File: src/rtl/core/assert_macros.svh
// Assertion helpers used by the RTL.
`ifndef ASSERT_MACROS_SVH
`define ASSERT_MACROS_SVH

// Same-cycle implication, disabled while reset is low.
`define KNN_ASSERT_SAME(label, clk, rst_n, cond, prop, msg) \
    label: assert property (@(posedge clk) disable iff (!rst_n) (cond) |-> (prop)) \
        else $error(msg);

// Next-cycle implication, disabled while reset is low.
`define KNN_ASSERT_NEXT(label, clk, rst_n, cond, prop, msg) \
    label: assert property (@(posedge clk) disable iff (!rst_n) (cond) |=> (prop)) \
        else $error(msg);

`endif

File: src/rtl/core/knn_ram.sv
module knn_ram #(
    parameter int WIDTH = 16,
    parameter int DEPTH = 256,
    localparam int AW = (DEPTH > 1) ? $clog2(DEPTH) : 1
) (
    input  logic             i_clk,
    input  logic             i_we,
    input  logic [AW-1:0]    i_waddr,
    input  logic [WIDTH-1:0] i_wdata,
    input  logic [AW-1:0]    i_raddr,
    output logic [WIDTH-1:0] o_rdata
);

    logic [WIDTH-1:0] r_mem [DEPTH];
    logic [WIDTH-1:0] r_rdata;

    // One write port, one registered read port
    always_ff @(posedge i_clk) begin
        if (i_we) begin
            r_mem[i_waddr] <= i_wdata;
        end
        r_rdata <= r_mem[i_raddr];
    end

    assign o_rdata = r_rdata;

endmodule

File: config.mk
export PLATFORM = sky130hd
export DESIGN_NAME = knn_ram
export DESIGN_NICKNAME = d
export VERILOG_FILES = /design/src/rtl/core/assert_macros.svh /design/src/rtl/core/knn_ram.sv
export SDC_FILE = /design/constraint.sdc
export NUM_CORES = 2
export LEC_CHECK = 0
export BUFFER_PORTS_ARGS = -buffer_cell sky130_fd_sc_hd__clkbuf_2
export CAP_MARGIN = 20
export CORE_MARGIN = 3
export CORE_UTILIZATION = 45
export CTS_CLUSTER_DIAMETER = 40
export DETAILED_ROUTE_END_ITERATION = 7
export SLEW_MARGIN = 20
export SYNTH_ARGS = -nofsm -noshare
export SYNTH_HDL_FRONTEND = slang
export SYNTH_SLANG_ARGS = --single-unit
File: constraint.sdc
create_clock -name i_clk -period 5.2 [get_ports i_clk]
set_input_delay 1.04 -clock i_clk [delete_from_list [all_inputs] [get_ports i_clk]]
set_output_delay 1.04 -clock i_clk [all_outputs]
set_load 0.01 [all_outputs]
* Word-level counts from Yosys, hierarchy flattened *
Memory sizes are Yosys's and may differ from the RTL's. A register that Yosys moved wholly into a read port is not among the register bits.
Index checks and enable logic that the tools add are counted.

word-level totals
  flip-flop bits (word level) = 0
  RAM bits = 4096
  input port bits = 34
  memories = 1

cells by class
  mux-type cells = 2

memory list
  memory  words  bits a word  rd ports  clocked after Yosys merged registers in  wr ports  RTL line       source
  r_mem   256    16           1         1                                        1         knn_ram.sv:14  logic [WIDTH-1:0] r_mem [DEPTH];

operators with widths
  cell               count
  two-way mux 1 bit  2

* Longest topological paths before layout *
  depth in word-level cells = 2
  mapped depth = 12

* Least setup slack after synthesis *
No wires, ideal clock.

  path kind = input port to flip-flop
  start point = input port i_waddr[3]
  end point = memory r_mem[235][0] (enable)
  arrival = 2817 ps
  slack = 1995 ps
  stages = 6
  path through = clkbuf_1 nor2b_1 clkbuf_1 nand4_1 clkbuf_1 nor2_1

RTL lines
  item         RTL line       source
  from (decl)  knn_ram.sv:8   input logic [AW-1:0] i_waddr,
  to (decl)    knn_ram.sv:14

Straight into the memory's write port.

==> flow_metrics.tcl <==
set metrics [dict create \
    drt.antenna.violating_nets 0 \
    min_from "i_wdata[3]" \
    first_iter_violations 10747 \
    hp-class "in2reg" \
    hold_path_depth 1 \
    status "finished clean" \
    cts_hold_buf 0 \
    skew_ns 0.04682 \
    relSlewSlack 0.1350 \
    drc 0 \
    leakage_uw 0.05894 \
    multiInputGateArea_um2 33040 \
    grt_use_total 0.2376 \
    hold_viol_final 0 \
    ys_seq_elements 4112 \
    final_layout_size_suffix_gt1_frac 0.2822 \
    cp_slowest_stage_delay_ns 0.84 \
    synth.area.top_cells "edfxtp_1, mux4_2, mux2i_1, o221ai_1, nor2_1" \
    core_um2 350200 \
    route.met3.wl_mm 38.33 \
    r2r_end "o_rdata[9]$_DFF_P_" \
    firstDrtPassIters 6 \
    wl_met2_mm 201.6 \
    synth_mux_area_frac 0.1550 \
    synth_edf_count 4096 \
    critical-path-slowest-cell "o31ai_1" \
    top_layer "met5" \
    rrSetupSlack_ns 2.20 \
    initial_core_util 0.4531 \
    synth-xor-area-share 0 \
    synth_flop_cell "edfxtp_1" \
    critPathKind "in2reg" \
    dpl.hpwl_mm 262.6 \
    rsz0062_at_grt "false" \
    grt_max_degree 146 \
    worst_slack_ns 1.306 \
    post_drt_wl_per_cell_um 33.01 \
    synth_compound_area_frac 0.03537 \
    die_x_um 599.9 \
    synth_warnings 0 \
    clkTransAtPathRegs_ns 0.06 \
    dr_total_vias 80183 \
    fill_cells 26816 \
    p_per_area_nw_per_um2 404.8 \
    io-pin-count 50 \
    area_growth_pct 15.96 \
    pre_cts_slack_ns 0.3140 \
    io_buffers 49 \
    syn-mean-instance-area_um2 21.56 \
    regToRegStartpoint "r_mem[63][9]$_DFFE_PP_" \
    cp_common_cell "buf_4" \
    netlist_instances 7360 \
    tightest_slew_ns 1.297 \
    antenna_found_initial 28 \
    insertion_delay_ns 0.97 \
    yosys.area_share.simple 0.01574 \
    crit_required_ns 6.03 \
    synth_top_family_by_area "multiplexers" \
    cts_root_buf "clkbuf_16" \
    cts_buffer_depth 4 \
    peakVddDrop_v 0.0003758 \
    tns_ns 0 \
    seq_area_um2 123300 \
    worstPathCellList "buf_8 -> nand2b_4 -> buf_12 -> buf_4 -> o221ai_1 -> o22ai_1 -> o31ai_1 -> o32ai_1 -> buf_4 -> nor4_1" \
    synth_cell_types 52 \
    grt_pass1_vias 79196 \
    crit_buf_inv 4 \
    syn_area_um2 158700 \
    postCtsSetupRepairBufs 0 \
    vias_per_cell 6.160 \
    maxCapViolations 0 \
    min_to "r_mem[238][3]$_DFFE_PP_" \
    period_minus_slack_ns 3.894 \
    startpoint_type "input port" \
    setup-violations-final 0 \
    fin_crit_sh 0.7488 \
    die_area_um2 359900 \
    gp_congestion 0.8775 \
    yosysSeqAreaShare 0.7770 \
    cts_made_buffers 481 \
    synth_fa_ha_area_frac 0 \
    final_common_cell "edfxtp_1" \
    core.rowCount 217 \
    chipHeight_um 599.9 \
    cts.repair.resized 0 \
    drt_wl_total_mm 429.7 \
    endpoint_kind "flop" \
    crit_arrival_ns 4.73 \
    yosysTopAreaCell "edfxtp_1" \
    final_cell_mix "edfxtp_1, mux4_2, mux2i_1" \
    clock_sinks 4112 \
    critPathTopFamily "compound AO/OA/AOI/OAI gates" \
    syn-num-nets 7394 \
    synthDominantCellAreaShare 0.7750 \
    h-tree-depth 5 \
    crit_fanout 35 \
    cts_tree "yes" \
    grt_remaining_overflow 0 \
    grt_first_pass_wirelength_mm 608.9 \
    rr_worst_depth 5 \
    synthArstFlopShare 0 \
    path_depth 10 \
    nets 8034 \
    wl_met1_mm 173.6 \
    fmax_mhz 256.8 \
    drv_slew 0 \
]
==> stage by stage <==
stage          utilization  area (µm²)  total power [µW]  hold slack [ns]  instances
2_1_floorplan            -      158700             39080           0.8538       7360
3_3_place_gp        0.4783      167500             40800           0.9997      12114
3_5_place_dp        0.4784      167500             40850            1.043      12115
4_1_cts             0.5253      184000             75040           0.4333      13004
5_1_grt             0.5254      184000             76570           0.4272      13008
6_report            0.5255      184000             74500           0.4605      13017
==> layout make-up <==
| cell class | instances | area share |
|---|---|---|
| Sequential cell | 4112 | 0.6700 |
| Multi-Input combinational cell | 2792 | 0.1795 |
| Clock buffer | 551 | 0.06774 |
| Tap cell | 4599 | 0.03127 |
| Timing Repair Buffer | 609 | 0.02957 |
| Clock inverter | 338 | 0.02154 |
| Antenna cell | 12 | 0.0001632 |
| Inverter | 4 | 0.0001496 |
==> kinds of logic after synthesis <==
family / count (synthesis)
DFF: 4112
muxes: 1450
and+or+nand+nor: 556
buffers and inverters: 456
AOI/OAI and AO/OA: 786
==> worst max path at each step <==
stage	from	end
6_report	i_raddr[1]	o_rdata[5]$_DFF_P_
5_1_grt	i_raddr[1]	o_rdata[5]$_DFF_P_
4_1_cts	i_raddr[1]	o_rdata[4]$_DFF_P_
3_5_place_dp	i_raddr[1]	o_rdata[4]$_DFF_P_
3_3_place_gp	i_raddr[1]	o_rdata[4]$_DFF_P_
2_1_floorplan	i_waddr[3]	r_mem[235][0]$_DFFE_PP_
==> Yosys cell counts (3+ instances only) <==
library cell	count
buf_4	26
or2_2	4
o32ai_1	20
clkbuf_1	230
nand4b_1	3
a211oi_1	18
buf_2	76
buf_6	77
mux2i_1	565
nand2_1	38
mux4_2	797
nor4_1	17
dfxtp_1	16
o31ai_1	16
a22oi_1	43
a21oi_1	175
buf_1	27
edfxtp_1	4096
buf_12	5
mux2_2	88
and3_1	11
o221ai_1	252
a31oi_1	6
a221oi_1	28
nand2b_1	3
inv_1	3
nand3_1	35
buf_8	11
o21ai_0	37
nor2b_1	9
nor2_1	304
o22ai_1	148
a2111oi_0	6
a22o_1	32
nor3_1	92
nand4_1	26
==> power by group <==
part / switching, µW / internal (µW) / total (µW) / leakage [µW]
logic: 2320 / 1210 / 3520 / 0.0140
registers: 67.2 / 36600 / 36600 / 0.0369
clock network: 13600 / 20700 / 34400 / 0.00795
==> routing by layer <==
| layer | vias up | global-route usage |
|---|---|---|
| met4 | 6 | 0.08495 |
| met3 | 712 | 0.04466 |
| met5 | - | 0 |
| met1 | 42783 | 0.3403 |
| li1 | 32674 | - |
| met2 | 4008 | 0.3672 |
==> sequential cells by signal, indices dropped and copies added, names as in the netlist <==
signal,flops
r_mem,4096
o_rdata,16
(Power assumes the default switching activity.)
