$ cat config.mk
export PLATFORM = sky130hd
export DESIGN_NAME = knn_cell
export DESIGN_NICKNAME = d
export VERILOG_FILES = /design/src/rtl/core/assert_macros.svh /design/src/rtl/core/knn_pkg.sv /design/src/rtl/core/knn_cell.sv
export SDC_FILE = /design/constraint.sdc
export NUM_CORES = 1
export LEC_CHECK = 0
export ABC_AREA = 1
export CAP_MARGIN = 10
export CELL_PAD_IN_SITES_DETAIL_PLACEMENT = 0
export CELL_PAD_IN_SITES_GLOBAL_PLACEMENT = 2
export CORE_UTILIZATION = 37
export CTS_CLUSTER_DIAMETER = 100
export DETAILED_ROUTE_END_ITERATION = 12
export DONT_BUFFER_PORTS = 1
export HOLD_SLACK_MARGIN = 0.03
export PLACE_DENSITY_LB_ADDON = 0.1
export REMOVE_ABC_BUFFERS = 1
export SYNTH_ARGS = -nofsm -noshare
export SYNTH_HDL_FRONTEND = slang
export SYNTH_SLANG_ARGS = --single-unit
$ cat constraint.sdc
create_clock -name i_clk -period 10.7 [get_ports i_clk]
set_clock_uncertainty 0.1 [all_clocks]
set_input_delay 3.21 -clock i_clk [delete_from_list [all_inputs] [get_ports i_clk]]
set_output_delay 3.21 -clock i_clk [all_outputs]
set_load 0.005 [all_outputs]
$ cat src/rtl/core/assert_macros.svh
// Assertion helpers used by the RTL.
`ifndef ASSERT_MACROS_SVH
`define ASSERT_MACROS_SVH

// Same-cycle implication, disabled while reset is low.
`define KNN_ASSERT_SAME(label, clk, rst_n, cond, prop, msg) \
    label: assert property (@(posedge clk) disable iff (!rst_n) (cond) |-> (prop)) \
        else $error(msg);

// Next-cycle implication, disabled while reset is low.
`define KNN_ASSERT_NEXT(label, clk, rst_n, cond, prop, msg) \
    label: assert property (@(posedge clk) disable iff (!rst_n) (cond) |=> (prop)) \
        else $error(msg);

`endif

$ cat src/rtl/core/knn_pkg.sv
package knn_pkg;

    // Distance arithmetic
    localparam int DIST_BITS = 38;
    localparam logic [DIST_BITS-1:0] DIST_MAX = '1;

    // Register and field widths
    localparam int NCOUNT_BITS = 5;
    localparam int MASK_BITS   = 16;
    localparam int USED_BITS   = 5;

    // Input item kinds (tuser)
    localparam logic [1:0] KIND_CLEAR = 2'd0;
    localparam logic [1:0] KIND_TRAIN = 2'd1;
    localparam logic [1:0] KIND_QUERY = 2'd2;

    // Result status codes
    localparam logic [1:0] STAT_ANSWERED = 2'd0;
    localparam logic [1:0] STAT_STORED   = 2'd1;
    localparam logic [1:0] STAT_DROPPED  = 2'd2;

    // Register select (paddr[2])
    localparam logic REG_NCOUNT = 1'b0;
    localparam logic REG_FMASK  = 1'b1;

    // One neighbor slot / one distance candidate
    typedef struct packed {
        logic                 valid;
        logic [DIST_BITS-1:0] distance;
        logic                 label;
    } t_entry;

    // Control tags riding along the distance pipeline
    typedef struct packed {
        logic valid;
        logic first;
        logic last;
        logic enable;
        logic label;
    } t_tag;

    // Result item, packed in tdata order (class in bit 0)
    typedef struct packed {
        logic [USED_BITS-1:0] used;
        logic [1:0]           status;
        logic                 cls;
    } t_result;

    // Strict (distance, label) order: ties go to label 0
    function automatic logic entry_less(t_entry a, t_entry b);
        return (a.distance < b.distance) ||
               ((a.distance == b.distance) && (a.label < b.label));
    endfunction

endpackage

$ cat src/rtl/core/knn_cell.sv
module knn_cell (
    input  logic           i_clk,
    input  logic           i_rst_n,
    input  logic           i_clear,
    input  logic           i_active,
    input  knn_pkg::t_entry i_cand,
    input  knn_pkg::t_entry i_prev,
    input  logic           i_prev_take,
    output knn_pkg::t_entry o_entry,
    output logic           o_take
);
    import knn_pkg::*;

    t_entry r_entry;

    // Candidate belongs at or above this slot
    assign o_take = i_active && (!r_entry.valid || entry_less(i_cand, r_entry));

    // Insert: the first taking slot gets the candidate, later ones shift down
    always_ff @(posedge i_clk) begin
        if (!i_rst_n) begin
            r_entry.valid <= 1'b0;
        end else if (i_clear) begin
            r_entry.valid <= 1'b0;
        end else if (i_cand.valid && o_take) begin
            r_entry <= i_prev_take ? i_prev : i_cand;
        end
    end

    assign o_entry = r_entry;

endmodule

-- After elaboration in Yosys (flattened, before gate mapping)
Cells that the tools add are included.
W data, S select, Z words.
- bitwise operators: 2
- mux-type cells: 1
- order comparisons: 2
- equality and inequality tests: 1
- reductions and logical operators: 8
- operators by type and width (kind ; number):
    $mux W40 ; 1
    $eq A38 B38 Y1 ; 1
    $lt A38 B38 Y1 ; 1
    $logic_and A1 B1 Y1 ; 3
    $reduce_and A3 Y1 ; 1
    $logic_or A1 B1 Y1 ; 2
    $not A1 Y1 ; 2
    $reduce_or A2 Y1 ; 1
    $logic_not A1 Y1 ; 1
    $lt A1 B1 Y1 ; 1
- logic and storage cells: 17
- bits of input ports: 85
- register bits: 40

-- Logic depth before layout (Yosys ltp)
Gate-level depths: netlist (run 1).
- word-level depth: 7
- gate-level depth with buffers: 16

-- Least setup slack after synthesis (run 1)
No wires, ideal clock.
- path kind: input -> output
- start point: input i_cand[10] in the netlist's numbering
- end point: output o_take
- stages: 9
- data required time: 7.390 ns
- buffers on the path: 0
- slack: 3.199 ns
- arrival time: 4.191 ns
- path through: ha_1 -> nand2_1 -> nor2_2 -> nand2_1 -> nor3b_2 -> nand3_1 -> nand2_1 -> inv_2 -> a21boi_2
- word-level cells in the longest chain between the ends: 5
- ends and longest elaborated chain (element ; line ; source):
    start: declaration ; knn_cell.sv:6 ; input knn_pkg::t_entry i_cand,
    parallel branches: the longest is 2 deep, another holds $lt A38 B38 Y1 ; -- ;
    $logic_or A1 B1 Y1 (*) ; knn_pkg.sv:51 ; return (a.distance < b.distance) ||
    $logic_or A1 B1 Y1 (*) ; knn_cell.sv:17 ; assign o_take = i_active && (!r_entry.valid || entry_less(i_cand, r_entry));
    $logic_and A1 B1 Y1 (*) ; knn_cell.sv:17 ;
    end: declaration ; knn_cell.sv:10 ; output logic o_take
Every way passes the cells marked *.

-- Worst setup path after layout (run 1)
- start point: input i_cand[6] in the netlist's numbering
- end point: output o_take
Same word-level chain as after synthesis.

==> flow_metrics.tcl, run 1 <==
set metrics [dict create \
    outcome "complete, no violations" \
    cts.sinks 40 \
    core_area_um2 7330 \
    synth_top_area_share 0.415 \
    slew_violations 0 \
    netlist_top_cells_area "edfxtp_1, nand2_1, ha_1" \
    hold_viol_final 0 \
    avgSynthCellArea_um2 7.77 \
    wl_per_cell_um 13.6 \
    ff_latch_area_um2 1190 \
    cts_max_path_buffers 2 \
    setup-violations-final 0 \
    required_ps 7390 \
    numCtsBuffers 5 \
    cp-end-kind "output port" \
    worst-setup-path-type "in2out" \
    p_switching_uw 78.7 \
    vias 2170 \
    hold_ws_ps 560 \
    fin_nets 486 \
    viasPerCell 4.69 \
    whs_path_depth 4 \
    worstRegToRegCells 12 \
    slowest_stage "ha_1" \
    portBuffers 0 \
    ys_seq_elements 40 \
    drive_gt1_frac 0.0495 \
    drv_cap 0 \
    grt_pass1_vias 2220 \
    initial_core_util 0.385 \
    gp_congestion 0.684 \
    dp_hpwl_um 4840 \
    pwr_density_cell_nw_per_um2 105 \
    drtIter0Drc 75 \
    path_cells "ha_1 -> nand2_2 -> nor2_4 -> nand2_1 -> nor3b_2 -> nand3_1 -> nand2_1 -> inv_2 -> a21boi_2" \
    irDropWorstVdd_v 0.0000543 \
    cp_max_fo 2 \
    postRouteAntennaNets 0 \
    rsz0062_at_grt "false" \
    cp_common_cell "nand2_1" \
    synth.distinct_cells 21 \
    p_leak_nw 1.55 \
    yosysWarnings 0 \
    hp-class "reg2reg" \
    die_y_um 89.3 \
    postCtsResizedCells 0 \
    rows 31 \
    dieArea_um2 7980 \
    pwr-share-comb 0.122 \
    tns_ps 0 \
    relSlewSlack 0.594 \
    syn_to_final_growth_pct 6.78 \
    p_int_uw 238 \
    cts_hold_buf 0 \
    cts_root_buf "clkbuf_8" \
    insertion_delay_ps 290 \
    synth_seq_area_share 0.422 \
    grt_overflow 0 \
    first_pass_iters 3 \
    synth_area_um2 2820 \
    clkPwrFrac 0.314 \
    synth_cells 363 \
    timing.final.crit_share 0.718 \
    drt_wl_total_um 6280 \
    fill_cells 783 \
    antenna_found_initial 0 \
    yosysTopAreaCell "edfxtp_1" \
    diodes 0 \
    grt_pass1_wl_um 10000 \
    largest_reg_flops 40 \
    multi_input_area_um2 1390 \
    fin_crit_ps 7680 \
    path_clk_slew_ps 80 \
    tightest_slew_ps 609 \
    stdcell_area_um2 3010 \
    finish.utilization 0.411 \
    cts_tree "built" \
    max_freq_ghz 0.130 \
    placedInstanceArea_um2 2930 \
    power_frac_seq 0.564 \
    grt_start_max_net_pins 43 \
    grt_usage 0.168 \
    cp.arrival_ps 4370 \
    pin_count 126 \
    start_kind "input port" \
    crit_path_max_incr_delay_ps 290 \
    cts_max_level 2 \
    die_w_um 89.3 \
    sw_frac_of_total 0.249 \
    post_cts_buffers 0 \
    route.detailed.drc 0 \
]
[final cells by class]
type | instances | share of cell area
inverters | 58 | 0.0723
clock inverters | 1 | 0.00125
flip-flops and latches | 40 | 0.395
multi-input cells | 256 | 0.460
clock buffers | 7 | 0.0253
repair buffers | 2 | 0.00498
well taps | 99 | 0.0411
[through the flow]
| stage | worst slack [ps] | cells | power (mW) |
|---|---|---|---|
| final | 3020 | 463 | 0.316 |
| after global routing | 2820 | 463 | 0.336 |
| after CTS | 3010 | 463 | 0.323 |
| after detailed placement | 3020 | 455 | 0.222 |
| after global placement | 3030 | 455 | 0.221 |
| after floorplan | 3200 | 354 | 0.213 |
[worst max-delay path, delay by kind of cell]
family          cells  cell delay, ps
buf+inv             1              40
compound gates      1             200
fa+ha+maj           1             290
simple gates        6             620
[power groups by stage]
| stage | clock network (mW) | logic [mW] | registers [mW] |
|---|---|---|---|
| after floorplan | 0 | 0.0312 | 0.182 |
| after global placement | 0 | 0.0390 | 0.182 |
| after detailed placement | 0 | 0.0396 | 0.182 |
| after CTS | 0.104 | 0.0399 | 0.179 |
| after global routing | 0.110 | 0.0475 | 0.179 |
| final | 0.0993 | 0.0385 | 0.179 |
[layout by cell type, fill, tap and decap left out, types with 3 or more instances in the layout]
master,n
clkbuf_8,5
o21ai_0,4
nor2_4,3
edfxtp_1,39
nor2_1,13
ha_1,38
nand3_1,3
a21oi_1,14
inv_1,56
nand2_1,170
[metal layers]
layer	up-vias	part of all wire	GRT usage
met3	8	0.11	0.0803
li1	1133	-	-
met1	952	0.41	0.184
met5	-	0	0
met4	0	0.014	0.0519
met2	77	0.47	0.287
[path summary, 6_finish.rpt]
path                             from                       end  slack [ps]
max                         i_cand[6]                    o_take        3020
min          o_entry[39]$_SDFFE_PP0P_  o_entry[39]$_SDFFE_PP0P_         560
max reg2reg     o_entry[14]$_DFFE_PP_      o_entry[4]$_DFFE_PP_        7680
min reg2reg  o_entry[39]$_SDFFE_PP0P_  o_entry[39]$_SDFFE_PP0P_         560
[kinds of logic after synthesis]
kind of cell | share of synthesized area
buf+inv | 0.0896
compound gates | 0.0439
flops | 0.422
simple gates | 0.276
fa+ha+maj | 0.169
[synth_stat cells, drive strengths merged]
cell type	count
nand2	172
dfxtp	1
a21o	2
o21ai	4
edfxtp	39
inv	58
buf	3
nand3	3
nor3b	1
clkbuf	6
nor2	18
nand4	2
a21oi	14
a21boi	2
ha	38
No activity file was read; power rests on OpenSTA's default activity.
==> inputs of run 2 (changes only) <==
--- a/config.mk
+++ b/config.mk
@@ -9,7 +9,7 @@
 export CAP_MARGIN = 10
 export CELL_PAD_IN_SITES_DETAIL_PLACEMENT = 0
 export CELL_PAD_IN_SITES_GLOBAL_PLACEMENT = 2
-export CORE_UTILIZATION = 37
+export CORE_UTILIZATION = 31
 export CTS_CLUSTER_DIAMETER = 100
 export DETAILED_ROUTE_END_ITERATION = 12
 export DONT_BUFFER_PORTS = 1
==> constraint.sdc (replaced) <==
create_clock -name i_clk -period 7 [get_ports i_clk]
set_clock_uncertainty 0.1 [all_clocks]
set_input_delay 2.1 -clock i_clk [delete_from_list [all_inputs] [get_ports i_clk]]
set_output_delay 2.1 -clock i_clk [all_outputs]
set_load 0.005 [all_outputs]
==> run 2 against run 1 <==
Wire length increased by 6.8%. First-iteration DRC count shrank 48%. Design area increased by 0.37%. Non-clock buffer count did not move. Clock power up 56%. Flip-flop and latch count is the same. Total power up 54%. Register-to-register slack lost 3800 ps. Sequential share of layout area down 0.15 points. Critical path type unchanged. Setup slack got worse by 1500 ps. Count of clock-buffer cells in the layout unchanged.
==> flow_metrics.tcl, run 2 (synthesized netlist as in run 1, its figures left out) <==
set metrics [dict create \
    outcome "complete, no violations" \
    portBuffers 0 \
    grt_pass1_wl_um 10900 \
    vias 2143 \
    rows 34 \
    cts_hold_buf 0 \
    crit_path_max_incr_delay_ps 280 \
    p_total_uw 487 \
    fin_crit_ps 5500 \
    gp_congestion 0.719 \
    required_ps 4800 \
    max_freq_ghz 0.182 \
    cts.sinks 40 \
    fin_nets 486 \
    postRouteAntennaNets 0 \
    irDropWorstVdd_v 0.0000716 \
    hold_viol_final 0 \
    setup-violations-final 0 \
    crit_family "simple AND/OR/NAND/NOR gates" \
    core_area_um2 8760 \
    worst-setup-path-type "in2out" \
    grt_overflow 0 \
    initial_core_util 0.322 \
    diodes 0 \
    die_y_um 97.4 \
    slew_violations 0 \
    cp_max_fo 3 \
    wl_per_cell_um 14.2 \
    hp-class "reg2reg" \
    path_cells "ha_1 -> nand2_1 -> nor2_1 -> nor3b_2 -> nand3_1 -> nand2_1 -> inv_2 -> a21boi_2" \
    grt_pass1_vias 2159 \
    cts_max_path_buffers 2 \
    cp-end-kind "output port" \
    dp_hpwl_um 5100 \
    cts_max_level 2 \
    start_kind "input port" \
    dieArea_um2 9490 \
    cts_tree "built" \
    cp_common_cell "nand2_1" \
    route.detailed.drc 0 \
    cp.arrival_ps 3300 \
    pwr_density_cell_nw_per_um2 161 \
    layout_commonest_cell "nand2_1" \
    finish.utilization 0.345 \
    placedInstanceArea_um2 2940 \
    post_cts_buffers 0 \
    slowest_stage "ha_1" \
    postCtsResizedCells 0 \
    grt_usage 0.146 \
    p_leak_nw 1.55 \
    cp_num_buf_inv 1 \
    stdcell_area_um2 3020 \
    largest_reg_flops 40 \
    drv_cap 0 \
    mostFrequentLayoutCells "nand2_1, inv_1, edfxtp_1" \
    relSlewSlack 0.648 \
    timing.final.crit_share 0.785 \
    drtIter0Drc 39 \
    grt_start_max_net_pins 43 \
    first_pass_iters 4 \
    pin_count 126 \
    viasPerCell 4.54 \
    drt_wl_total_um 6700 \
    rsz0062_at_grt "false" \
    drive_gt1_frac 0.0495 \
    cts_root_buf "clkbuf_8" \
    tightest_slew_ps 527 \
    numCtsBuffers 5 \
    die_w_um 97.4 \
    insertion_delay_ps 290 \
    hold_ws_ps 550 \
    path_clk_slew_ps 80 \
    syn_to_final_growth_pct 7.18 \
    antenna_found_initial 0 \
    tns_ps 0 \
]
run 2: path summary, 6_finish.rpt:
kind,start,end,slack [ps],depth (start not counted)
min reg2reg,o_entry[39]$_SDFFE_PP0P_,o_entry[39]$_SDFFE_PP0P_,550,4
min,o_entry[39]$_SDFFE_PP0P_,o_entry[39]$_SDFFE_PP0P_,550,4
max,i_cand[14],o_take,1500,8
max reg2reg,o_entry[14]$_DFFE_PP_,o_entry[26]$_DFFE_PP_,3910,12
run 2: metrics by stage:
stage	std cells	setup slack, ps
after floorplan	354	1660
after global placement	464	1480
after detailed placement	464	1450
after CTS	472	1450
after global routing	472	1330
final	472	1500
run 2: cell type report:
cell class	count	area (µm²)
clock buffer	7	76.3
clock inverter	1	3.75
fill	957	5740
inverter	58	218
multi-input combinational	256	1390
sequential	40	1190
tap	108	135
timing repair buffer	2	15.0
run 2: power by group:
part / internal (mW) / switching, mW
Sequential: 0.270 / 0.00331
Clock: 0.0697 / 0.0850
Combinational: 0.0241 / 0.0354
Total: 0.363 / 0.124
run 2: routing by layer:
layer,part of all wire,track usage,vias up,wire [µm]
met2,0.44,0.230,89,2970
met1,0.43,0.175,918,2890
met4,0.012,0.0407,0,80
met5,0,0,-,0
li1,-,-,1130,-
met3,0.11,0.0755,6,764
run 2: tightest hold or removal path, cell delays in order (launching register included):
cell and delay, ps:
dfxtp_1 360, a21oi_1 130, nor2_1 40, nand2_1 50, inv_1 30
