[src/rtl/core/assert_macros.svh]
// Assertion helpers used by the RTL.
`ifndef ASSERT_MACROS_SVH
`define ASSERT_MACROS_SVH

// Same-cycle implication, disabled while reset is low.
`define KNN_ASSERT_SAME(label, clk, rst_n, cond, prop, msg) \
    label: assert property (@(posedge clk) disable iff (!rst_n) (cond) |-> (prop)) \
        else $error(msg);

// Next-cycle implication, disabled while reset is low.
`define KNN_ASSERT_NEXT(label, clk, rst_n, cond, prop, msg) \
    label: assert property (@(posedge clk) disable iff (!rst_n) (cond) |=> (prop)) \
        else $error(msg);

`endif

[src/rtl/core/knn_pkg.sv]
package knn_pkg;

    // Distance arithmetic
    localparam int DIST_BITS = 38;
    localparam logic [DIST_BITS-1:0] DIST_MAX = '1;

    // Register and field widths
    localparam int NCOUNT_BITS = 5;
    localparam int MASK_BITS   = 16;
    localparam int USED_BITS   = 5;

    // Input item kinds (tuser)
    localparam logic [1:0] KIND_CLEAR = 2'd0;
    localparam logic [1:0] KIND_TRAIN = 2'd1;
    localparam logic [1:0] KIND_QUERY = 2'd2;

    // Result status codes
    localparam logic [1:0] STAT_ANSWERED = 2'd0;
    localparam logic [1:0] STAT_STORED   = 2'd1;
    localparam logic [1:0] STAT_DROPPED  = 2'd2;

    // Register select (paddr[2])
    localparam logic REG_NCOUNT = 1'b0;
    localparam logic REG_FMASK  = 1'b1;

    // One neighbor slot / one distance candidate
    typedef struct packed {
        logic                 valid;
        logic [DIST_BITS-1:0] distance;
        logic                 label;
    } t_entry;

    // Control tags riding along the distance pipeline
    typedef struct packed {
        logic valid;
        logic first;
        logic last;
        logic enable;
        logic label;
    } t_tag;

    // Result item, packed in tdata order (class in bit 0)
    typedef struct packed {
        logic [USED_BITS-1:0] used;
        logic [1:0]           status;
        logic                 cls;
    } t_result;

    // Strict (distance, label) order: ties go to label 0
    function automatic logic entry_less(t_entry a, t_entry b);
        return (a.distance < b.distance) ||
               ((a.distance == b.distance) && (a.label < b.label));
    endfunction

endpackage

[src/rtl/core/knn_dist.sv]
module knn_dist #(
    parameter int FEATURE_BITS = 16
) (
    input  logic                    i_clk,
    input  logic                    i_rst_n,
    input  knn_pkg::t_tag           i_tag,
    input  logic [FEATURE_BITS-1:0] i_query,
    input  logic [FEATURE_BITS-1:0] i_sample,
    output knn_pkg::t_entry         o_cand,
    output logic                    o_busy
);
    import knn_pkg::*;

    localparam int DW = FEATURE_BITS + 1;
    localparam int PW = 2 * DW;
    localparam int XW = (PW > DIST_BITS) ? PW : DIST_BITS;

    t_tag                 r_tag2;
    t_tag                 r_tag3;
    logic [DW-1:0]        r_ad2;
    logic [DIST_BITS-1:0] r_sq3;
    logic [DIST_BITS-1:0] r_acc;
    t_entry               r_cand;

    logic signed [DW-1:0] diff;
    logic [DW-1:0]        ad;
    logic [PW-1:0]        prod;
    logic [XW-1:0]        prod_x;
    logic [DIST_BITS-1:0] sq;
    logic [DIST_BITS:0]   sum;
    logic [DIST_BITS-1:0] sum_sat;

    // Stage 2: absolute difference of sign-extended features
    assign diff = $signed({i_query[FEATURE_BITS-1], i_query})
                - $signed({i_sample[FEATURE_BITS-1], i_sample});
    assign ad   = diff[DW-1] ? DW'(-diff) : DW'(diff);

    // Stage 3: square, saturate, drop masked features
    assign prod   = PW'(r_ad2) * PW'(r_ad2);
    assign prod_x = XW'(prod);
    always_comb begin
        if (!r_tag2.enable) begin
            sq = '0;
        end else if (prod_x > XW'(DIST_MAX)) begin
            sq = DIST_MAX;
        end else begin
            sq = prod_x[DIST_BITS-1:0];
        end
    end

    // Stage 4: saturating running sum per sample
    assign sum     = {1'b0, (r_tag3.first ? {DIST_BITS{1'b0}} : r_acc)} + {1'b0, r_sq3};
    assign sum_sat = sum[DIST_BITS] ? DIST_MAX : sum[DIST_BITS-1:0];

    always_ff @(posedge i_clk) begin
        if (!i_rst_n) begin
            r_tag2.valid <= 1'b0;
            r_tag3.valid <= 1'b0;
            r_cand.valid <= 1'b0;
        end else begin
            r_tag2       <= i_tag;
            r_tag3       <= r_tag2;
            r_cand.valid <= r_tag3.valid && r_tag3.last;
        end
    end

    // Payload
    always_ff @(posedge i_clk) begin
        r_ad2 <= ad;
        r_sq3 <= sq;
        if (r_tag3.valid) begin
            r_acc           <= sum_sat;
            r_cand.distance <= sum_sat;
            r_cand.label    <= r_tag3.label;
        end
    end

    assign o_cand = r_cand;
    assign o_busy = r_tag2.valid || r_tag3.valid || r_cand.valid;

endmodule

[config.mk]
export PLATFORM = sky130hd
export DESIGN_NAME = knn_dist
export DESIGN_NICKNAME = d
export VERILOG_FILES = /design/src/rtl/core/assert_macros.svh /design/src/rtl/core/knn_pkg.sv /design/src/rtl/core/knn_dist.sv
export SDC_FILE = /design/constraint.sdc
export NUM_CORES = 1
export LEC_CHECK = 0
export ABC_CLOCK_PERIOD_IN_PS = 13400
export BUFFER_PORTS_ARGS = -buffer_cell sky130_fd_sc_hd__buf_2
export CAP_MARGIN = 10
export CORE_ASPECT_RATIO = 0.5
export CORE_MARGIN = 5
export CORE_UTILIZATION = 55
export CTS_CLUSTER_SIZE = 12
export DETAILED_ROUTE_END_ITERATION = 8
export PLACE_DENSITY = 0.73
export SETUP_SLACK_MARGIN = 0.02
export SYNTH_ARGS = -nofsm -noshare
export SYNTH_HDL_FRONTEND = slang
export SYNTH_SLANG_ARGS = --single-unit
[constraint.sdc]
create_clock -name i_clk -period 13.4 [get_ports i_clk]
set_clock_uncertainty 0.1 [all_clocks]
set_input_delay 2.68 -clock i_clk [delete_from_list [all_inputs] [get_ports i_clk]]
set_output_delay 2.68 -clock i_clk [all_outputs]
set_load 0.02 [all_outputs]
Word level (Yosys, flattened, before mapping). Index checks and enable logic that the tools add are counted.

Word-level logic and storage cells: 26. Input bits: 39. Output and inout port bits: 41. Register bits after elaboration: 104.

Reductions and logical operators: 3. $lt $le $gt $ge: 1. Add/subtract/negate cells: 3. Mux-type cells: 3. Multipliers: 1.

Operator list (count): $mux 38 (2); $add 38x38->39 (1); $gt 34x38->1 const B (1); $mul 17x17->34 (1); $neg 17->17 (1); $sub 16x16->17 (1); $mux 16 (1); $logic_or 1x1->1 (2); $logic_and 1x1->1 (1).

Depth between registers and ports, before layout. Gate-level depths: netlist of run 1.

Word-level depth: 3. Gate-level depth with buffers: 24. Depth with buffers taken out: 24.

Least setup slack after synthesis of run 1. OpenSTA, ideal clock, no wires.

Kind: register to register. From: reg r_ad2[14]. To: reg r_sq3[31]. Arrival time: 6.131 ns. Data required time: 13.178 ns. Library setup time: 0.122 ns. Period minus slack after synthesis: 6.353 ns. Path buffers: 2. Cell stages (with the launch flop): 24. Setup slack: 7.047 ns. Path through: dfxtp_1 > clkbuf_1 > clkbuf_1 > and2_1 > fa_1 > inv_1 > fa_1 > inv_1 > fa_1 > fa_1 > fa_1 > inv_1 > fa_1 > inv_1 > ha_1 > a21o_1 > a21o_1 > a21o_1 > a22o_1 > a31oi_2 > o21ai_1 > a2111oi_2 > mux2i_1 > a311o_1.

Longest elaborated chain between the ends: 3.

Ends and longest elaborated chain: start: declaration (RTL line knn_dist.sv:20) `logic [DW-1:0] r_ad2;`; start signal: assignment (RTL line knn_dist.sv:69) `r_ad2 <= ad;`; $mul 17x17->34 (*) (RTL line knn_dist.sv:39) `assign prod = PW'(r_ad2) * PW'(r_ad2);`; $gt 34x38->1 (RTL line knn_dist.sv:44) `end else if (prod_x > XW'(DIST_MAX)) begin`; $mux 38 (*) (RTL line knn_dist.sv:44); end signal: assignment (RTL line knn_dist.sv:70) `r_sq3 <= sq;`; end: declaration (RTL line knn_dist.sv:21) `logic [DIST_BITS-1:0] r_sq3;`.

Mark *: on every way between the ends. The rest lies on a longest branch, timed or not. A chain may end at the register's enable or synchronous reset.

Worst setup path in the final report of run 1.
From: reg r_ad2[15]. To: reg r_sq3[31].

Same word-level chain as after synthesis.

==> flow_results.org, run 1 <==
** Detailed routing
- The final layout contains routed wiring with a total length of 31200 um.
- DRT iter0 DRCs :: 732
- Summing over every cut layer, the via total after detailed routing is 10500.
- DR pass1 iterations :: 5
- After detailed routing, the average wire length per cell comes to 15.9 um.
- Vias per std cell :: 5.34
- DR DRC count :: 0
- The detail route stage leaves a number of antenna-violating nets equal to 0.

** Global routing
- Global routing finished with a remaining overflow of 0.
- Pin count of the biggest net entering global routing :: 42
- Global routing used 37.3% of the available met2 tracks.
- The first global-routing pass estimated 53200 um of wire.
- Number of antenna violations at the first check in global routing :: 0
- Number of global-route vias before repair :: 11000
- The global routing stage identified its most utilized layer as met2.
- In the global route stage, overall resource usage came out at 22.3%.
- For this run, global-route usage on met3 was measured as 3.50%.
- Global routing consumed, on the met1 layer, 31.5% of the routing resources.

** Timing
- Subtracting the final worst setup slack from the clock period gives 6.94 ns.
- Portion of the clock cycle consumed by the worst path in the final layout :: 51.8%
- Setup repair after global routing left no endpoint under its margin.
- Setup violations remaining at the end of the flow were counted as 0.
- Measured slew at the worst slew-check pin :: 0.988 ns
- Static timing analysis puts the maximum clock frequency at 144 MHz.
- In this run the tightest slew margin relative to its limit is 34.1%.
- For the final routed database, the setup TNS stands at 0 ns.
- The number of pins exceeding their max-slew limit in the final report was 0.
- Fin. Hold Viols :: 0

** Worst setup path
- STA classifies the critical path startpoint as a register.
- Max stage delay cell, worst path :: dfxtp_1
- Slowest stage delay, CP :: 0.88 ns
- Data on the critical path arrives at its endpoint at 7.09 ns.
- STA classifies the critical path endpoint as a register.
- Critical Setup Path Class :: register to register
- Peak fanout along the critical path :: 19
- The signal on the critical path passes through and2_1 > fa_1 > inv_1 > fa_1 > inv_1 > fa_1 > fa_1 > fa_1 > inv_1 > fa_1 > inv_1 > ha_1 > a21o_1 > a21o_1 > a21o_1 > a22o_1 > a31oi_2 > o21ai_1 > a2111oi_2 > mux2i_1 > a311o_1.
- Data required time at the worst endpoint :: 13.55 ns
- The most numerous cell type found on the critical path is fa_1.

** Yosys
- Fraction of synthesis flops using an asynchronous set or reset pin :: 0%
- For this run, the number of Yosys warnings is 0.
- Synthesis handed over a netlist of 1570 instances.
- Netlist area before placement :: 0.0141 sq mm
- Synthesis inferred 99 register bits.
- Mean cell area of the mapped netlist :: 9.01 sq um
- Counting every net in the synthesized netlist gives 1963.
- Most used flip-flop cell after synthesis :: dfxtp_1
- In this run, synthesis inferred 46 flip-flops with an integrated enable.
- Unique masters post-synth :: 64
- Sequential area share after synthesis :: 17.3%

** Clock tree
- Sinks on Clock Net :: 99
- Post-CTS sizing :: 0
- CTS tree :: built
- Clock latency at the later pin of the worst-skew pair :: 0.37 ns
- The longest clock path from root to sink contains 2 buffers.
- Number of buffers added by the clock tree synthesis step :: 9
- In this run the number of H-tree levels came out at 3.
- Number of buffers inserted to repair setup after CTS :: 0
- Clock transition at the registers of the reported paths :: 0.07 ns
- The cell sitting at the root of the clock tree is a clkbuf_16.
- CTS Hold Bufs :: 0

** Run status
- Result of the run :: finished, final reports clean

** Floorplanning
- Die span in x :: 237 um
- The total area inside the core boundary comes to 0.0252 sq mm.
- Once the floorplan was initialized, standard cells occupied 56.0% of the core.
- 80 I/O pins were placed.
- Overall die area :: 0.0292 sq mm
- In this run the vertical extent of the chip is 123 um.
- The floorplan has 41 rows.

** Placed design
- The congestion estimate from routability-driven global placement came to 0.900.
- Detailed placement ended at an HPWL of 25800 um.
- Post-placement cell area :: 0.0148 sq mm
- The count of buffers added on input and output ports is 79.

** Finish
- Once layout is done, the placed cells without fillers occupy 0.0151 sq mm.
- Number of diodes added for antenna fixing :: 0
- Growth of design area from synthesis to finish :: 7.02%
- For this run, the share of the core covered by cells in the final layout is 59.9%.
- Share of final-layout standard cells stronger than drive strength 1 :: 7.56%
- The net count of the finished layout is 2015.

** Min path
- Worst hold path class :: register to register

** Flow run
- Number of max-cap violations :: 0
critical path, delay by kind of cell (launching register included):
| family | cells | cell delay [ns] |
|---|---|---|
| adders and majority gates | 7 | 3.14 |
| AOI/OAI and AO/OA | 8 | 2.00 |
| DFF | 1 | 0.88 |
| buffers and inverters | 4 | 0.30 |
| and+or+nand+nor | 1 | 0.29 |
| muxes | 1 | 0.12 |
flip-flops by register name (all words and copies together) (netlist names):
name and flops:
r_tag3 4, r_tag2 5, r_ad2 17, r_sq3 33
o_cand 40
metrics by stage:
step	std cells	hold WS, ns	worst slack [ns]
floorplan	1570	0.300	7.05
global placement	1955	0.301	6.68
detailed placement	1955	0.306	6.52
CTS	1971	0.323	6.49
global route	1971	0.330	6.15
finish	1971	0.323	6.46
area by class of cell:
type	instances	area, sq um
Tap cell	344	430
Fill cell	2195	10100
Multi-Input combinational cell	1106	10300
Clock buffer	9	225
Timing Repair Buffer	83	425
Sequential cell	99	2440
Clock inverter	7	73.8
Inverter	323	1210
placed cells by master, fill, tap and decap left out, types with 3 or more instances in the layout:
| master | count |
|---|---|
| a31oi_1 | 13 |
| inv_8 | 3 |
| fa_1 | 192 |
| dfxtp_1 | 52 |
| or2_2 | 7 |
| nor3_1 | 16 |
| a21oi_1 | 77 |
| inv_1 | 323 |
| nand3_1 | 19 |
| o21ai_0 | 37 |
| mux2i_1 | 5 |
| a31o_2 | 4 |
| o211ai_2 | 3 |
| nand2b_1 | 19 |
| edfxtp_1 | 46 |
| o31ai_1 | 9 |
| and3_1 | 10 |
| a21o_1 | 42 |
| buf_2 | 79 |
| o211ai_1 | 6 |
| o21a_1 | 5 |
| ha_1 | 162 |
| nand4_1 | 7 |
| nand2_1 | 150 |
| a211oi_1 | 9 |
| buf_4 | 4 |
| xnor2_1 | 53 |
| clkbuf_16 | 9 |
| nor4_1 | 3 |
| xor2_1 | 31 |
| nor2b_1 | 44 |
| or3_1 | 8 |
| a211o_1 | 5 |
| and2_1 | 56 |
| nor2_1 | 69 |
| o21bai_1 | 7 |
cells by family (layout without fill, tap and decap cells):
family,Yosys count,after routing,synth area share [%]
buf+inv,365,422,9.73
compound gates,245,245,11.4
fa+ha+maj,354,354,41.5
xor+xnor,84,84,5.20
simple gates,416,416,14.3
mux,7,7,0.513
flops,99,99,17.3
worst paths after layout:
kind | depth (start not counted) | slack (ns) | start | end
worst max-delay path | 21 | 6.46 | r_ad2[15] | r_sq3[31]
worst min-delay path | 0 | 0.32 | r_tag2[2] | r_tag3[2]
worst max register to register | 21 | 6.46 | r_ad2[15] | r_sq3[31]
worst min register to register | 0 | 0.32 | r_tag2[2] | r_tag3[2]
per-layer routing:
layer	vias up	wire length (um)
met3	26	1610
met5	-	0
met2	271	14200
met1	5094	15100
met4	0	348
li1	5125	-
Yosys cell counts, drive strengths merged (3+ instances only):
master  instances  area (sq um)
and2           56           350
clkbuf         37           139
or3             8          50.1
ha            162          2030
buf             5          25.0
o21ai          39           199
nor4            3          18.8
nand2         150           563
nand4           7          43.8
o31ai           9          67.6
mux2i           5          50.1
xnor2          53           464
dfxtp          53          1060
o21bai          7          52.6
xor2           31           272
a31oi          14          93.8
nor2b          44           275
nor2           69           259
a211oi          9          67.6
nand3          19          95.1
fa            192          3840
nor3           16          80.1
a211o           5          43.8
nand2b         19           119
a21oi          78           394
o211ai          9          82.6
a31o            4          35.0
edfxtp         46          1380
o21a            5          37.5
a21o           42           315
inv           323          1210
and3           11          70.1
or2             7          43.8
Power of run 1 is left out: the tool's default activity adds up to more than one toggle a clock period on the data nets, which glitch-free logic cannot reach.
==> run 2, diff against run 1 <==
ABC_CLOCK_PERIOD_IN_PS = 6400   (was 13400)
clock period = 6.4 ns   (was 13.4 ns; I/O delays follow)
==> run 2 against run 1 <==
Compared with the run above: worst setup slack lost 6.3 ns; critical path depth grew 1; sequential share of layout area shrank 0.29 points; hold slack gained 0.0015 ns; routed wire length grew 1.6%; non-clock buffer count grew 49; die area is the same; critical endpoint unchanged; register-to-register slack lost 6.3 ns; design area grew 3.5%; via count grew 2.1%.
==> flow_results.org, run 2 (synthesized netlist as in run 1, its figures left out) <==
** Run status
- Result of the run :: finished, final reports clean

** Worst setup path
- For the worst setup path, the data required time is 6.54 ns.
- Traced cell by cell, the critical path runs through buf_4 > and2_2 > fa_1 > inv_1 > fa_1 > fa_1 > inv_1 > fa_2 > fa_1 > inv_1 > fa_1 > inv_1 > ha_1 > a21o_1 > a21o_1 > a21o_1 > a22o_1 > a31oi_2 > o21ai_2 > a2111oi_4 > mux2i_1 > a311o_1.
- Among all stages on the critical path, the largest delay is contributed by fa_1.
- Critical path buffers and inverters :: 5
- CP Launch Type :: register
- In this design, the stage delay of the slowest critical-path cell is 0.56 ns.
- Peak fanout along the critical path :: 7
- The worst setup path is captured at a register.
- STA puts the critical path data arrival time at 6.35 ns.
- Counting stages on the worst path, the most repeated cell is fa_1.
- Crit path max-delay family :: adder cells
- Critical Setup Path Class :: register to register

** Floorplanning
- After floorplanning, the core was sized to cover 0.0252 sq mm.
- The floorplan step set the die height to 123 um.
- Overall die area :: 0.0292 sq mm
- Once the floorplan was initialized, standard cells occupied 56.0% of the core.
- In this run the count of I/O pins placed on the die edge is 80.
- Die span in x :: 237 um
- In this run the core area contains 41 standard-cell rows.

** Placed design
- The count of buffers added on input and output ports is 79.
- The wire-length estimate of the detail-placed layout is 26400 um.
- Routability-driven placement finished with a final weighted congestion of 0.926.

** Clock tree
- CTS tree :: built
- Sinks on Clock Net :: 99
- Worst-case clock buffer depth :: 2
- The clock tree synthesis step divided the H-tree into 3 levels.
- Clock transition at the registers of the reported paths :: 0.07 ns
- For this design, the CTS-stage hold fixing added 0 buffers.
- Clock latency at the later pin of the worst-skew pair :: 0.36 ns
- Clock tree synthesis inserted a total of 9 buffers.
- The cell sitting at the root of the clock tree is a clkbuf_16.

** Finish
- Number of diodes added for antenna fixing :: 0
- Flip-flop count of the largest register, all copies and words added :: 40
- For this run, the post-layout net count is 2064.
- Growth of design area from synthesis to finish :: 10.8%
- Share of final-layout standard cells stronger than drive strength 1 :: 12.5%
- Most frequent standard cell in the layout excluding fill and tap cells :: inv_1
- The top cell types in the final layout, fill and taps aside, are 320 x inv_1, 189 x fa_1, 159 x ha_1, 147 x nand2_1, 79 x buf_2.

** Detailed routing
- Final antenna-violating net count :: 0
- DR DRC count :: 0
- DRT iter0 DRCs :: 772
- The first detailed-routing pass took 5 iterations.
- Vias per std cell :: 5.32
- Total Wirelength :: 31700 um
- Average routed wire per standard cell :: 15.7 um
- Total number of vias :: 10700

** Min path
- In this run the worst hold path is classified as register to register.

** Timing
- Setup repair after global routing missed its margin :: yes
- Fin. Hold Viols :: 0
- Portion of the clock cycle consumed by the worst path in the final layout :: 97.0%
- Setup violations remaining at the end of the flow were counted as 0.
- Measured against its own limit, the worst slew margin works out to 28.4%.
- After layout, the minimum clock period comes to 6.21 ns.
- Summed over all failing endpoints, the final setup total negative slack is 0 ns.
- Based on the critical path, the design can be clocked at up to 161 MHz.
- The number of pins exceeding their max-slew limit in the final report came to 0.
- For the pin with the worst max-slew slack, the measured transition is 1.07 ns.

** Global routing
- Number of antenna violations at the first check in global routing :: 0
- Entering global routing, the biggest net connects 41 pins.
- Number of global-route vias before repair :: 11100
- Remaining global-route overflow :: 0
- The first global-routing pass estimated 53800 um of wire.
- Total global-route track usage :: 22.5%

** Flow run
- Number of max-cap violations :: 0
==> run 2: cell types whose count changed in the layout (fill, tap and decap cells not counted), sizes merged <==
cell / change
buf: +49
inv: -2
clkbuf: +1
clkinvlp: +1
==> run 2: path summary, 6_finish.rpt <==
path,slack (ns),to,from,depth (start not counted)
min,0.32,r_tag3[0],r_tag2[0],0
max reg2reg,0.19,r_sq3[31],r_ad2[9],22
min reg2reg,0.32,r_tag3[0],r_tag2[0],0
max,0.19,r_sq3[31],r_ad2[9],22
==> run 2: repair_timing <==
action / in CTS / in global routing
endpoints found under the setup margin: 3 / 11
resized for setup: 6 / 47
setup buffers: 0 / 10
pin swaps: 1 / 15
==> run 2: final cells by class <==
cell class | count | area, sq um
clock buffer | 10 | 239
clock inverter | 6 | 55.1
fill | 2120 | 9580
inverter | 323 | 1220
multi-input combinational | 1106 | 10400
sequential | 99 | 2480
tap | 344 | 430
timing repair buffer | 132 | 821
==> run 2: through the flow <==
step / hold slack, ns / utilization (%) / std cells / worst slack (ns) / cell area [sq um]
after floorplan: 0.300 / - / 1570 / 0.0465 / 14100
after global placement: 0.302 / 60.0 / 1994 / 0.0862 / 15100
after detailed placement: 0.306 / 60.0 / 1994 / -0.0831 / 15100
after CTS: 0.325 / 61.2 / 2010 / 0.0304 / 15400
after global routing: 0.327 / 62.1 / 2020 / -0.0337 / 15700
final: 0.325 / 62.1 / 2020 / 0.191 / 15700
==> run 2: metal layers <==
metal	up-vias	wire, um	share of wire, %	track usage, %
met4	0	278	0.88	3.46
met2	295	14400	45	37.6
li1	5226	-	-	-
met5	-	0	0	0
met3	22	2100	6.6	4.64
met1	5198	14900	47	31.3
Power of run 2 is left out for the same reason.
